## src/sv/cerq_pkg.sv

```systemverilog
`timescale 1ns / 1ps
// Package for the coalescing event ring queue: beat structs, op and status codes,
// FSM state type and size constants. No dependencies.
package cerq_pkg;

    localparam int C_DEPTH    = 16;   // ring slots, one always left empty
    localparam int C_ID_W     = 16;
    localparam int C_VALUE_W  = 32;
    localparam int C_SLOT_W   = C_ID_W + C_VALUE_W;
    localparam int C_FQ_DEPTH = 2;    // job queue between front and back

    localparam logic FUNC_ENQ = 1'b0;
    localparam logic FUNC_DEQ = 1'b1;

    typedef enum logic [2:0] {
        ST_APPEND = 3'd0,
        ST_MERGE  = 3'd1,
        ST_DROP   = 3'd2,
        ST_DEQ    = 3'd3,
        ST_EMPTY  = 3'd4
    } t_status;

    typedef enum logic [1:0] {
        OP_ENQ,
        OP_ENQ_UNIQ,
        OP_DEQ
    } t_op;

    typedef enum logic [1:0] {
        S_IDLE,
        S_DEQ_RD,
        S_SCAN
    } t_state;

    typedef struct packed {
        logic                        func;
        logic [C_ID_W-1:0]           event_id;
        logic signed [C_VALUE_W-1:0] event_value;
        logic                        unique_req;
    } t_cmd;

    typedef struct packed {
        logic                        out_valid;
        logic [C_ID_W-1:0]           out_id;
        logic signed [C_VALUE_W-1:0] out_value;
        t_status                     status;
    } t_result;

    // classified job handed from the front to the back
    typedef struct packed {
        t_op                         op;
        logic [C_ID_W-1:0]           id;
        logic signed [C_VALUE_W-1:0] value;
    } t_job;

    // one ring slot as stored in the RAM
    typedef struct packed {
        logic [C_ID_W-1:0]           id;
        logic signed [C_VALUE_W-1:0] value;
    } t_slot;

endpackage

```

## src/sv/cerq_ram.sv

```systemverilog
`timescale 1ns / 1ps
// Generic single-write, single-read RAM with registered read data.
// Uses cerq_pkg for default sizes only.
module cerq_ram #(
    parameter int WIDTH = cerq_pkg::C_SLOT_W,
    parameter int DEPTH = cerq_pkg::C_DEPTH
) (
    input  logic                     i_clk,
    input  logic                     i_we,
    input  logic [$clog2(DEPTH)-1:0] i_waddr,
    input  logic [WIDTH-1:0]         i_wdata,
    input  logic                     i_re,
    input  logic [$clog2(DEPTH)-1:0] i_raddr,
    output logic [WIDTH-1:0]         o_rdata
);

    logic [WIDTH-1:0] r_mem [DEPTH];
    logic [WIDTH-1:0] r_rdata;

    always_ff @(posedge i_clk) begin
        if (i_we) begin
            r_mem[i_waddr] <= i_wdata;
        end
        if (i_re) begin
            r_rdata <= r_mem[i_raddr];
        end
    end

    assign o_rdata = r_rdata;

endmodule

```

## src/sv/cerq_front.sv

```systemverilog
`timescale 1ns / 1ps
// Front end: takes command beats, classifies them and holds them in a short job queue.
// Depends on cerq_pkg.
module cerq_front (
    input  logic                i_clk,
    input  logic                i_rst_n,
    input  logic                i_start,
    input  cerq_pkg::t_cmd      i_cmd,
    output logic                o_busy,
    output logic                o_job_valid,
    output cerq_pkg::t_job      o_job,
    input  logic                i_job_pop
);

    localparam int FQ_PTR_W = (cerq_pkg::C_FQ_DEPTH > 1) ? $clog2(cerq_pkg::C_FQ_DEPTH) : 1;
    localparam int FQ_CNT_W = $clog2(cerq_pkg::C_FQ_DEPTH + 1);
    localparam logic [FQ_PTR_W-1:0] FQ_LAST = FQ_PTR_W'(cerq_pkg::C_FQ_DEPTH - 1);
    localparam logic [FQ_CNT_W-1:0] FQ_FULL = FQ_CNT_W'(cerq_pkg::C_FQ_DEPTH);

    cerq_pkg::t_job        r_buf [cerq_pkg::C_FQ_DEPTH];
    logic [FQ_PTR_W-1:0]   r_wr, n_wr;
    logic [FQ_PTR_W-1:0]   r_rd, n_rd;
    logic [FQ_CNT_W-1:0]   r_cnt, n_cnt;
    cerq_pkg::t_job        w_job;
    logic                  w_push;
    logic                  w_pop;

    assign o_busy = (r_cnt == FQ_FULL);
    assign w_push = i_start && !o_busy;
    assign w_pop  = i_job_pop && (r_cnt != '0);

    // classify the command
    always_comb begin
        w_job.id    = i_cmd.event_id;
        w_job.value = i_cmd.event_value;
        if (i_cmd.func == cerq_pkg::FUNC_DEQ) begin
            w_job.op = cerq_pkg::OP_DEQ;
        end else if (i_cmd.unique_req) begin
            w_job.op = cerq_pkg::OP_ENQ_UNIQ;
        end else begin
            w_job.op = cerq_pkg::OP_ENQ;
        end
    end

    always_comb begin
        n_wr  = r_wr;
        n_rd  = r_rd;
        n_cnt = r_cnt;
        if (w_push) begin
            n_wr = (r_wr == FQ_LAST) ? '0 : r_wr + 1'b1;
        end
        if (w_pop) begin
            n_rd = (r_rd == FQ_LAST) ? '0 : r_rd + 1'b1;
        end
        if (w_push && !w_pop) begin
            n_cnt = r_cnt + 1'b1;
        end else if (w_pop && !w_push) begin
            n_cnt = r_cnt - 1'b1;
        end
    end

    always_ff @(posedge i_clk) begin
        if (!i_rst_n) begin
            r_wr  <= '0;
            r_rd  <= '0;
            r_cnt <= '0;
        end else begin
            r_wr  <= n_wr;
            r_rd  <= n_rd;
            r_cnt <= n_cnt;
        end
    end

    always_ff @(posedge i_clk) begin
        if (w_push) begin
            r_buf[r_wr] <= w_job;
        end
    end

    assign o_job_valid = (r_cnt != '0);
    assign o_job       = r_buf[r_rd];

endmodule

```

## src/sv/cerq_back.sv

```systemverilog
`timescale 1ns / 1ps
// Back end: ring pointers, slot RAM and the sequencer for append, merge search and pop.
// Depends on cerq_pkg and cerq_ram.
module cerq_back #(
    parameter int DEPTH = cerq_pkg::C_DEPTH
) (
    input  logic                i_clk,
    input  logic                i_rst_n,
    input  logic                i_job_valid,
    input  cerq_pkg::t_job      i_job,
    output logic                o_job_pop,
    output logic                o_done,
    output cerq_pkg::t_result   o_result
);

    localparam int PTR_W = $clog2(DEPTH);
    localparam logic [PTR_W-1:0] LAST = PTR_W'(DEPTH - 1);

    function automatic logic [PTR_W-1:0] ring_next(input logic [PTR_W-1:0] p);
        return (p == LAST) ? '0 : p + 1'b1;
    endfunction

    cerq_pkg::t_state   r_state, n_state;
    logic [PTR_W-1:0]   r_head, n_head;
    logic [PTR_W-1:0]   r_tail, n_tail;
    logic [PTR_W-1:0]   r_scan, n_scan;
    cerq_pkg::t_job     r_job, n_job;
    logic               r_done, n_done;
    cerq_pkg::t_result  r_result, n_result;

    logic               w_we;
    logic [PTR_W-1:0]   w_waddr;
    cerq_pkg::t_slot    w_wdata;
    logic               w_re;
    logic [PTR_W-1:0]   w_raddr;
    cerq_pkg::t_slot    w_rdata;

    logic               w_empty;
    logic               w_full;
    logic               w_match;
    logic               w_greater;
    logic [PTR_W-1:0]   w_scan_next;
    logic               w_scan_end;

    cerq_ram #(
        .WIDTH (cerq_pkg::C_SLOT_W),
        .DEPTH (DEPTH)
    ) u_slots (
        .i_clk   (i_clk),
        .i_we    (w_we),
        .i_waddr (w_waddr),
        .i_wdata (w_wdata),
        .i_re    (w_re),
        .i_raddr (w_raddr),
        .o_rdata (w_rdata)
    );

    assign w_empty     = (r_head == r_tail);
    assign w_full      = (ring_next(r_tail) == r_head);
    assign w_match     = (w_rdata.id == r_job.id);
    assign w_greater   = (r_job.value > w_rdata.value);
    assign w_scan_next = ring_next(r_scan);
    assign w_scan_end  = (w_scan_next == r_tail);

    // next state
    always_comb begin
        n_state = r_state;
        unique case (r_state)
            cerq_pkg::S_IDLE: begin
                if (i_job_valid) begin
                    unique case (i_job.op)
                        cerq_pkg::OP_DEQ: begin
                            if (!w_empty) n_state = cerq_pkg::S_DEQ_RD;
                        end
                        cerq_pkg::OP_ENQ_UNIQ: begin
                            if (!w_full && !w_empty) n_state = cerq_pkg::S_SCAN;
                        end
                        default: n_state = cerq_pkg::S_IDLE;
                    endcase
                end
            end
            cerq_pkg::S_DEQ_RD: n_state = cerq_pkg::S_IDLE;
            cerq_pkg::S_SCAN: begin
                if (w_match || w_scan_end) n_state = cerq_pkg::S_IDLE;
            end
            default: n_state = cerq_pkg::S_IDLE;
        endcase
    end

    // datapath and outputs
    always_comb begin
        o_job_pop = 1'b0;
        n_head    = r_head;
        n_tail    = r_tail;
        n_scan    = r_scan;
        n_job     = r_job;
        n_done    = 1'b0;
        n_result  = '0;
        w_we      = 1'b0;
        w_waddr   = r_tail;
        w_wdata   = '0;
        w_re      = 1'b0;
        w_raddr   = r_head;
        unique case (r_state)
            cerq_pkg::S_IDLE: begin
                if (i_job_valid) begin
                    o_job_pop = 1'b1;
                    n_job     = i_job;
                    unique case (i_job.op)
                        cerq_pkg::OP_DEQ: begin
                            if (w_empty) begin
                                n_done          = 1'b1;
                                n_result.status = cerq_pkg::ST_EMPTY;
                            end else begin
                                w_re = 1'b1;
                            end
                        end
                        default: begin
                            if (w_full) begin
                                n_done          = 1'b1;
                                n_result.status = cerq_pkg::ST_DROP;
                            end else if (i_job.op == cerq_pkg::OP_ENQ_UNIQ && !w_empty) begin
                                w_re   = 1'b1;
                                n_scan = r_head;
                            end else begin
                                w_we            = 1'b1;
                                w_wdata.id      = i_job.id;
                                w_wdata.value   = i_job.value;
                                n_tail          = ring_next(r_tail);
                                n_done          = 1'b1;
                                n_result.status = cerq_pkg::ST_APPEND;
                            end
                        end
                    endcase
                end
            end
            cerq_pkg::S_DEQ_RD: begin
                n_head             = ring_next(r_head);
                n_done             = 1'b1;
                n_result.out_valid = 1'b1;
                n_result.out_id    = w_rdata.id;
                n_result.out_value = w_rdata.value;
                n_result.status    = cerq_pkg::ST_DEQ;
            end
            cerq_pkg::S_SCAN: begin
                if (w_match) begin
                    // keep the larger value, id unchanged
                    w_we            = w_greater;
                    w_waddr         = r_scan;
                    w_wdata.id      = w_rdata.id;
                    w_wdata.value   = r_job.value;
                    n_done          = 1'b1;
                    n_result.status = cerq_pkg::ST_MERGE;
                end else if (w_scan_end) begin
                    w_we            = 1'b1;
                    w_wdata.id      = r_job.id;
                    w_wdata.value   = r_job.value;
                    n_tail          = ring_next(r_tail);
                    n_done          = 1'b1;
                    n_result.status = cerq_pkg::ST_APPEND;
                end else begin
                    w_re    = 1'b1;
                    w_raddr = w_scan_next;
                    n_scan  = w_scan_next;
                end
            end
            default: begin
                n_done = 1'b0;
            end
        endcase
    end

    always_ff @(posedge i_clk) begin
        if (!i_rst_n) begin
            r_state <= cerq_pkg::S_IDLE;
            r_head  <= '0;
            r_tail  <= '0;
            r_done  <= 1'b0;
        end else begin
            r_state <= n_state;
            r_head  <= n_head;
            r_tail  <= n_tail;
            r_done  <= n_done;
        end
    end

    always_ff @(posedge i_clk) begin
        r_scan   <= n_scan;
        r_job    <= n_job;
        r_result <= n_result;
    end

    assign o_done   = r_done;
    assign o_result = r_result;

endmodule

```

## src/sv/coalescing_event_ring_queue.sv

```systemverilog
`timescale 1ns / 1ps
// Top level of the coalescing event ring queue: front job queue plus back sequencer.
// Depends on cerq_pkg, cerq_front, cerq_back (and cerq_ram below it).
//
// A command beat is taken when i_start is high and o_busy is low. Every command gives
// exactly one result beat, shown on o_result for a single cycle while o_done is high;
// the receiver cannot stall it, so it must take the beat in that cycle. Commands go
// into a two-deep job queue, so o_busy rises only when two commands are waiting behind
// the one at work. The slot store is one RAM with a single registered read port, and
// that port sets the time per command. In the back end an append, a drop or a dequeue
// from an empty queue is settled in the idle state, a dequeue that pops an event first
// reads the head slot, and a unique enqueue reads pending entries one by one (from the
// oldest onwards) until a match or the tail. A search only runs with room left in the
// ring, so it sees at most DEPTH-2 pending events; with DEPTH-1 events pending the ring
// is full and the enqueue drops at once. The front registers each accepted job before
// the back end sees it. Results leave in command order; a merge with a matching pending
// entry keeps the larger signed value. The slot RAM needs no clearing after reset.
module coalescing_event_ring_queue #(
    parameter int DEPTH = cerq_pkg::C_DEPTH
) (
    input  logic               i_clk,
    input  logic               i_rst_n,
    input  logic               i_start,
    input  cerq_pkg::t_cmd     i_cmd,
    output logic               o_busy,
    output logic               o_done,
    output cerq_pkg::t_result  o_result
);

    logic           w_job_valid;
    logic           w_job_pop;
    cerq_pkg::t_job w_job;

    // front: accept and classify, buffer up to two jobs
    cerq_front u_front (
        .i_clk       (i_clk),
        .i_rst_n     (i_rst_n),
        .i_start     (i_start),
        .i_cmd       (i_cmd),
        .o_busy      (o_busy),
        .o_job_valid (w_job_valid),
        .o_job       (w_job),
        .i_job_pop   (w_job_pop)
    );

    // back: ring pointers, slot RAM, search and result register
    cerq_back #(
        .DEPTH (DEPTH)
    ) u_back (
        .i_clk       (i_clk),
        .i_rst_n     (i_rst_n),
        .i_job_valid (w_job_valid),
        .i_job       (w_job),
        .o_job_pop   (w_job_pop),
        .o_done      (o_done),
        .o_result    (o_result)
    );

endmodule

```

## config.mk

```make
export PLATFORM = sky130hd
export DESIGN_NAME = coalescing_event_ring_queue
export DESIGN_NICKNAME = d
export VERILOG_FILES = /design/src/sv/cerq_pkg.sv /design/src/sv/cerq_ram.sv /design/src/sv/cerq_front.sv /design/src/sv/cerq_back.sv /design/src/sv/coalescing_event_ring_queue.sv
export SDC_FILE = /design/constraint.sdc
export NUM_CORES = 1
export LEC_CHECK = 0
export BUFFER_PORTS_ARGS = -buffer_cell sky130_fd_sc_hd__buf_4
export CORE_UTILIZATION = 41
export CTS_CLUSTER_SIZE = 20
export DETAILED_ROUTE_END_ITERATION = 7
export PLACE_DENSITY_LB_ADDON = 0.12
export SYNTH_ARGS = -nofsm -noshare
export SYNTH_HDL_FRONTEND = slang
export SYNTH_HIERARCHICAL = 1
export SYNTH_SLANG_ARGS = --single-unit
```

## constraint.sdc

```tcl
create_clock -name i_clk -period 8.9 [get_ports i_clk]
set_clock_uncertainty 0.1 [all_clocks]
set_input_delay 0.445 -clock i_clk [delete_from_list [all_inputs] [get_ports i_clk]]
set_output_delay 0.445 -clock i_clk [all_outputs]
set_load 0.005 [all_outputs]
```

Yosys cells after proc, flatten, opt, wreduce, memory -nomap -nowiden
Memory sizes are Yosys's and may differ from the RTL's. A register that Yosys moved wholly into a read port is not among the register bits.
Cells that the tools add are included.
{"block": "word_totals", "ff_bits": 119, "ramBits": 868, "out_inout_bits": 54, "n_memories": 2}
{"block": "classes", "addsub": 7, "magnitude_cmp": 1, "n_eq_ne": 23, "mux": 77, "n_reduce_logical": 20}
{"memory": "u_back.u_slots.r_mem", "depth": 16, "width": 48, "rd": 1, "rd_ports_with_merged_regs": 1, "wr": 1, "line": "cerq_ram.sv:17", "source": "logic [WIDTH-1:0] r_mem [DEPTH];"}
{"memory": "u_front.r_buf", "depth": 2, "width": 50, "rd": 1, "rd_ports_with_merged_regs": 1, "wr": 1, "line": "cerq_front.sv:20", "source": "cerq_pkg::t_job r_buf [cerq_pkg::C_FQ_DEPTH];"}
{"cell": "$mux W48", "count": 6}
{"cell": "$pmux W48 S2", "count": 1}
{"cell": "$mux W4", "count": 20}
{"cell": "$mux W49", "count": 1}
{"cell": "$gt A32 B32 Y1", "count": 1}
{"cell": "$mux W1", "count": 30}
{"cell": "$eq A16 B16 Y1", "count": 1}
{"cell": "$mux W2", "count": 8}
{"cell": "$pmux W4 S2", "count": 2}
{"cell": "$reduce_and A7 Y1", "count": 2}
{"cell": "$add A4 B1 Y4 const B", "count": 3}
{"cell": "$eq A4 B4 Y1", "count": 3}
{"cell": "$eq A4 B4 Y1 const B", "count": 3}
{"cell": "$ne A2 B2 Y1 const B", "count": 5}
{"cell": "$mux W3", "count": 3}
{"cell": "$pmux W3 S3", "count": 1}
{"cell": "$ne A2 B1 Y1 const B", "count": 4}
{"cell": "$pmux W2 S2", "count": 2}
{"cell": "$eq A2 B2 Y1 const B", "count": 3}
{"cell": "$logic_and A1 B1 Y1", "count": 6}
{"cell": "$reduce_bool A2 Y1", "count": 3}
{"cell": "$logic_not A1 Y1", "count": 5}
{"cell": "$eq A2 B1 Y1 const B", "count": 2}
{"cell": "$pmux W1 S2", "count": 2}
{"cell": "other kinds (10)", "count": 11}

Longest topological paths before layout
{"block": "logic_depth", "word_depth": 10, "mapped_depth": 13}

By module
Netlist, hierarchy kept.
{"mod": "cerq_ram", "n_inst": 1, "cells_each": 1242, "area_per_inst_um2": 30171.4}
{"mod": "cerq_back", "n_inst": 1, "cells_each": 503, "area_per_inst_um2": 5515.3}
{"mod": "cerq_front", "n_inst": 1, "cells_each": 182, "area_per_inst_um2": 3837.4}

Worst setup path after synthesis
No wires, ideal clock.
{"block": "synth_timing", "path_kind": "reg2reg", "from": "reg u_back.r_scan[0]", "to": "mem u_back/u_slots/r_mem[0][0] (netlist bit), enable pin", "setup_time_ns": 0.513, "arrival_ns": 5.760, "t_required_ns": 8.287, "setup_slack_ns": 2.528, "path_stages_with_launch": 10, "n_path_buf": 0, "synth_period_minus_slack_ns": 6.372, "path_cell_list": "edfxtp_1 > ha_1 > xor2_1 > and2_1 > o211ai_1 > or2_4 > a21oi_4 > a31o_2 > or3b_2 > nor3_1"}
{"block": "synth_between", "elab_chain_len": 8, "word_cells_on_any_way": 11, "classes_between": "add/sub (1); eq/ne (2); mux (8)"}
{"element": "from (decl)", "line": "cerq_back.sv:26", "source": "logic [PTR_W-1:0] r_scan, n_scan;"}
{"element": "from (signal assigned)", "line": "cerq_back.sv:188", "source": "r_scan <= n_scan;"}
{"element": "$add A4 B1 Y4 or $eq A4 B4 Y1 (tied branches)", "line": "cerq_back.sv:20", "source": "return (p == LAST) ? '0 : p + 1'b1;"}
{"element": "$mux W4 (*)", "line": "cerq_back.sv:20"}
{"element": "$eq A4 B4 Y1 (*)", "line": "cerq_back.sv:63", "source": "assign w_scan_end = (w_scan_next == r_tail);"}
{"element": "$mux W1 (*)", "line": "cerq_back.sv:154", "source": "end else if (w_scan_end) begin"}
{"element": "$mux W1 (*)", "line": "cerq_back.sv:146", "source": "if (w_match) begin"}
{"element": "$pmux W1 S2 (*)", "line": "cerq_back.sv:104", "source": "unique case (r_state)"}
{"element": "net u_back.w_we", "line": "cerq_back.sv:31", "source": "logic w_we;"}
{"element": "$mux W1 (*)", "line": "cerq_ram.sv:21", "source": "if (i_we) begin"}
{"element": "$mux W1 (not written as such) (*)", "line": "cerq_ram.sv:22", "source": "r_mem[i_waddr] <= i_wdata;"}
{"element": "to (decl)", "line": "cerq_ram.sv:17"}
Mark *: on every way through the listed nets, which the timed path passes. The rest lies on a longest branch.

Final worst setup path
{"block": "layout_timing", "from": "reg u_back.u_slots.r_rdata[44] (netlist: u_back/u_slots/o_rdata[44]) (read register of u_back.u_slots.r_mem)", "to": "reg u_back.u_slots.r_rdata[14] (netlist: u_back/u_slots/o_rdata[14]) (read register of u_back.u_slots.r_mem), data pin"}
{"block": "layout_between", "elab_chain_len": 3, "word_cells_on_any_way": 5, "classes_between": "eq/ne (1); mux (4)"}
{"element": "from (decl)", "line": "cerq_ram.sv:18", "source": "logic [WIDTH-1:0] r_rdata;"}
{"element": "$eq A16 B16 Y1", "line": "cerq_back.sv:60", "source": "assign w_match = (w_rdata.id == r_job.id);"}
{"element": "$mux W4", "line": "cerq_back.sv:146"}
{"element": "$mux W4", "line": "cerq_back.sv:104"}
{"element": "net u_back.w_raddr[0]", "line": "cerq_back.sv:35", "source": "logic [PTR_W-1:0] w_raddr;"}
The timed path passes the listed nets, and every way through them passes these cells.
A chain may end at the register's enable or synchronous reset.

==> summary.txt <==
Outcome
  • Status: finished, violations left
  • Failing checks: design-rule violations

Global route
  • Total GRT Usage: 19.78%
  • Total global routing overflow: 0
  • First-pass GRT wire length: 139900 um
  • Antenna violations before repair: 0
  • Vias in the first global route: 20481
  • Largest net degree at the start of global routing: 125

Clocking
  • Worst skew pair latency: 0.68 ns
  • Max Root-Sink Buffers: 3
  • Root Buffer Master: clkbuf_16
  • CTS Buf Count: 105
  • CTS tree: done
  • Clk sink count: 1036
  • Htree depth: 3
  • Clock-pin slew on the worst setup and hold paths: 0.06 ns

Run
  • Maximum Capacitance Violations: 0

Floorplan
  • Die height: 312.5 um
  • Initial Util: 41.48%
  • Chip Width: 312.5 um
  • Core area: 95290 um2
  • Row cnt: 113
  • Die area: 97650 um2
  • I/O pin count: 107

Drt
  • DRT antenna net count: 0
  • Drt drc: 2
  • DRT Pass-1 Iters: 8
  • Iteration-0 DRC Markers: 1632
  • Routed length per instance: 27.47 um
  • Final WL: 95720 um
  • Vias: 19375
  • Post-DR vias/cell: 5.561

Yosys
  • Synth Area in XOR/XNOR: 0.7091%
  • Sequential-to-total area share from yosys stat: 76.99%
  • Synth Net Count: 2016
  • Post-synth top cells: edfxtp_1, mux4_2, a22oi_1
  • Synth Flop Type: edfxtp_1
  • Post-synthesis simple-gate area fraction: 2.767%
  • Synth Register Bits: 1036
  • Adder-cell share of the synthesized area: 1.140%
  • Yosys warning total: 6
  • Unique masters post-synth: 68
  • Area fraction of the dominant cell type after synthesis: 73.54%
  • Post-synthesis compound-gate area fraction: 3.935%
  • Synth Area per Inst: 20.51 um2
  • Gate Count Post-Synth: 1927
  • Post-Syn Area: 39520 um2
  • Top post-synthesis cells by area: edfxtp_1, mux4_2, dfxtp_1
  • FFs w/ async S/R, synth: 0%
  • Post-synthesis mux area share: 12.73%
  • Count leader, synth: edfxtp_1
  • Cell taking the most area after synthesis: edfxtp_1
  • Combinational family with the most area after synthesis: multiplexers
  • EDFF count, synth: 968

Critical path
  • Worst Setup Start Kind: register
  • Most used cell, CP: nand2b_1
  • CP top delay family: simple AND/OR/NAND/NOR gates
  • CP Cell Sequence: xor2_1 -> nor4_1 -> nand4_1 -> nand2b_1 -> nand2b_1 -> mux2_8 -> buf_4 -> mux4_2 -> a22oi_1 -> nand2_1
  • Crit end category: register
  • Slowest Stage Delay on Critical Path: 0.87 ns
  • Crit-path max FO: 75
  • Worst r2r src: u_back/u_slots/o_rdata[44]$_DFFE_PP_
  • Data required time of the worst path: 9.20 ns
  • CP Class: register to register
  • Worst R2R End: u_back/u_slots/o_rdata[14]$_DFFE_PP_
  • Crit path buf inv count: 1
  • Reg2reg setup slack: 3.14 ns
  • CP arrival: 6.06 ns
  • FF-to-FF path depth: 10
  • Slowest stage cell, crit path: mux2_8

Power and ir drop
  • Comb power frac: 15.7%
  • Clock power share: 34.7%
  • Peak supply drop: 0.1734 mV
  • Int Pwr: 9.542 mW
  • Psw: 3.381 mW
  • Lkg Pwr: 15.12 nW
  • Switching portion of total power: 26.16%
  • Seq pwr share: 49.6%
  • Power Density: 281.2 nW/um2

STA
  • Final setup TNS: 0 ns
  • Hold WS: 0.06451 ns
  • Hold Fails Final Rpt: 0
  • Relative slew slack: 21.25%
  • Slew @ Worst Pin: 1.176 ns
  • Tcrit/Tclk final: 64.69%
  • Period minus WS final: 5.757 ns
  • RSZ-0062 raised after global routing: false
  • Fmax achieved: 0.1737 GHz
  • Final Max Tran Viols: 0
  • Final Setup Violations: 0
  • Setup WS post-layout: 3.143 ns

Final layout
  • Synth-to-Final Area Change: 16.29%
  • Diode count: 0
  • Layout cell share with drive strength beyond 1: 26.54%
  • Layout Nets: 2219
  • Utilization after layout: 48.23%

Worst hold path
  • Worst Hold Path Cells: 3
  • Hold path startpoint: i_start
  • Hold Crit Class: input port to register
  • Hold Path End: u_front/r_wr$_SDFFE_PN0P_

Place
  • Pre-CTS setup slack: 3.062 ns
  • IO Port Bufs: 106
  • Post-DP HPWL: 49090 um
  • RD Place Congestion: 0.7397
sequential cells by signal, summed over array words and instances (netlist names), named ones only:
register and count:
u_back/o_done 1, u_front/r_wr 1, u_front/r_buf 100, u_back/r_tail 4, u_back/r_scan 4, u_front/r_cnt 2, u_back/r_job 48, u_back/r_state 2
u_front/r_rd 1, u_back/o_result 52, u_back/u_slots/o_rdata 48, u_back/u_slots/r_mem 768, u_back/r_head 4
per-layer routing:
layer / part of all wire (%) / track usage [%]
met5: 0 / 0
met4: 1.9 / 5.169
met3: 4.9 / 2.694
met2: 50 / 33.07
met1: 44 / 27.34
cell usage in the layout (no fill, tap or decap), types with 8 or more instances in the layout:
cell / netlist / layout
a22o_1: 31 / 31
mux4_2: 192 / 192
inv_1: 54 / 53
o21ai_0: 12 / 11
nor2_4: 1 / 14
clkbuf_8: 0 / 16
bufinv_16: 0 / 11
a222oi_1: 16 / 16
dfxtp_1: 68 / 67
a22oi_1: 96 / 96
ha_1: 36 / 36
buf_4: 19 / 138
clkinv_1: 0 / 10
nor2_1: 53 / 40
xnor2_1: 8 / 8
nand4_1: 9 / 9
mux2_2: 56 / 54
clkinv_2: 0 / 17
clkbuf_16: 0 / 105
dlygate4sd3_1: 0 / 51
xor2_1: 24 / 24
clkbuf_1: 37 / 27
and2_1: 27 / 26
a21oi_1: 17 / 17
nand2_1: 69 / 69
edfxtp_1: 968 / 968
cell families after synthesis:
kind of cell	after synthesis
multiplexers	255
adder cells (fa/ha/maj)	36
flip-flops	1036
AND/OR/NAND/NOR	217
buffers and inverters	150
XOR/XNOR	32
AO/OA/AOI/OAI	201
layout make-up:
cell class | instances | area, um2
clock buffer | 148 | 2949
multi-input combinational | 741 | 8603
tap | 1265 | 1583
inverter | 55 | 206.4
clock inverter | 48 | 604.3
sequential | 1036 | 30430
fill | 7880 | 49330
timing repair buffer | 191 | 1587
worst reg2reg max path, stage by stage, from the launching register on:
cell and delay (ns):
edfxtp_1 0.45, xor2_1 0.18, nor4_1 0.54, nand4_1 0.72
nand2b_1 0.40, nand2b_1 0.37, mux2_8 0.87, buf_4 0.91
mux4_2 0.61, a22oi_1 0.21, nand2_1 0.13
how the worst max path moves through the flow:
stage	slack (ns)	from	endpoint	cells past startpoint
global route	2.70	u_back/u_slots/o_rdata[44]$_DFFE_PP_	u_back/u_slots/o_rdata[14]$_DFFE_PP_	10
floorplan	2.53	u_back/r_scan[0]$_DFFE_PP_	u_back/u_slots/r_mem[0][0]$_DFFE_PP_	9
global placement	3.23	u_back/u_slots/o_rdata[46]$_DFFE_PP_	u_back/u_slots/o_rdata[14]$_DFFE_PP_	10
detailed placement	3.06	u_back/u_slots/o_rdata[44]$_DFFE_PP_	u_back/u_slots/o_rdata[14]$_DFFE_PP_	10
finish	3.14	u_back/u_slots/o_rdata[44]$_DFFE_PP_	u_back/u_slots/o_rdata[14]$_DFFE_PP_	10
CTS	3.07	u_back/u_slots/o_rdata[44]$_DFFE_PP_	u_back/u_slots/o_rdata[14]$_DFFE_PP_	10
what timing repair did:
action | in CTS | in global routing
hold buffers | 51 | 0
endpoints found under the hold margin | 102 | 0
gates resized for setup | 0 | 0
buffers inserted | 0 | 0
per-stage QoR:
stage	cell area [um2]	cells	power, mW
finish	45960	3484	12.92
global placement	41900	3237	8.487
detailed placement	41900	3237	8.552
CTS	45960	3484	13.06
floorplan	39520	1927	7.739
global route	45960	3484	13.44
power groups by stage:
| stage | registers [mW] | logic (mW) | clock network (mW) |
|---|---|---|---|
| floorplan | 6.47 | 1.27 | 0 |
| global route | 6.44 | 2.23 | 4.78 |
| CTS | 6.41 | 2.07 | 4.59 |
| finish | 6.40 | 2.03 | 4.49 |
| global placement | 6.49 | 2.00 | 0 |
| detailed placement | 6.51 | 2.05 | 0 |
Power figures use the tool's default switching activity.
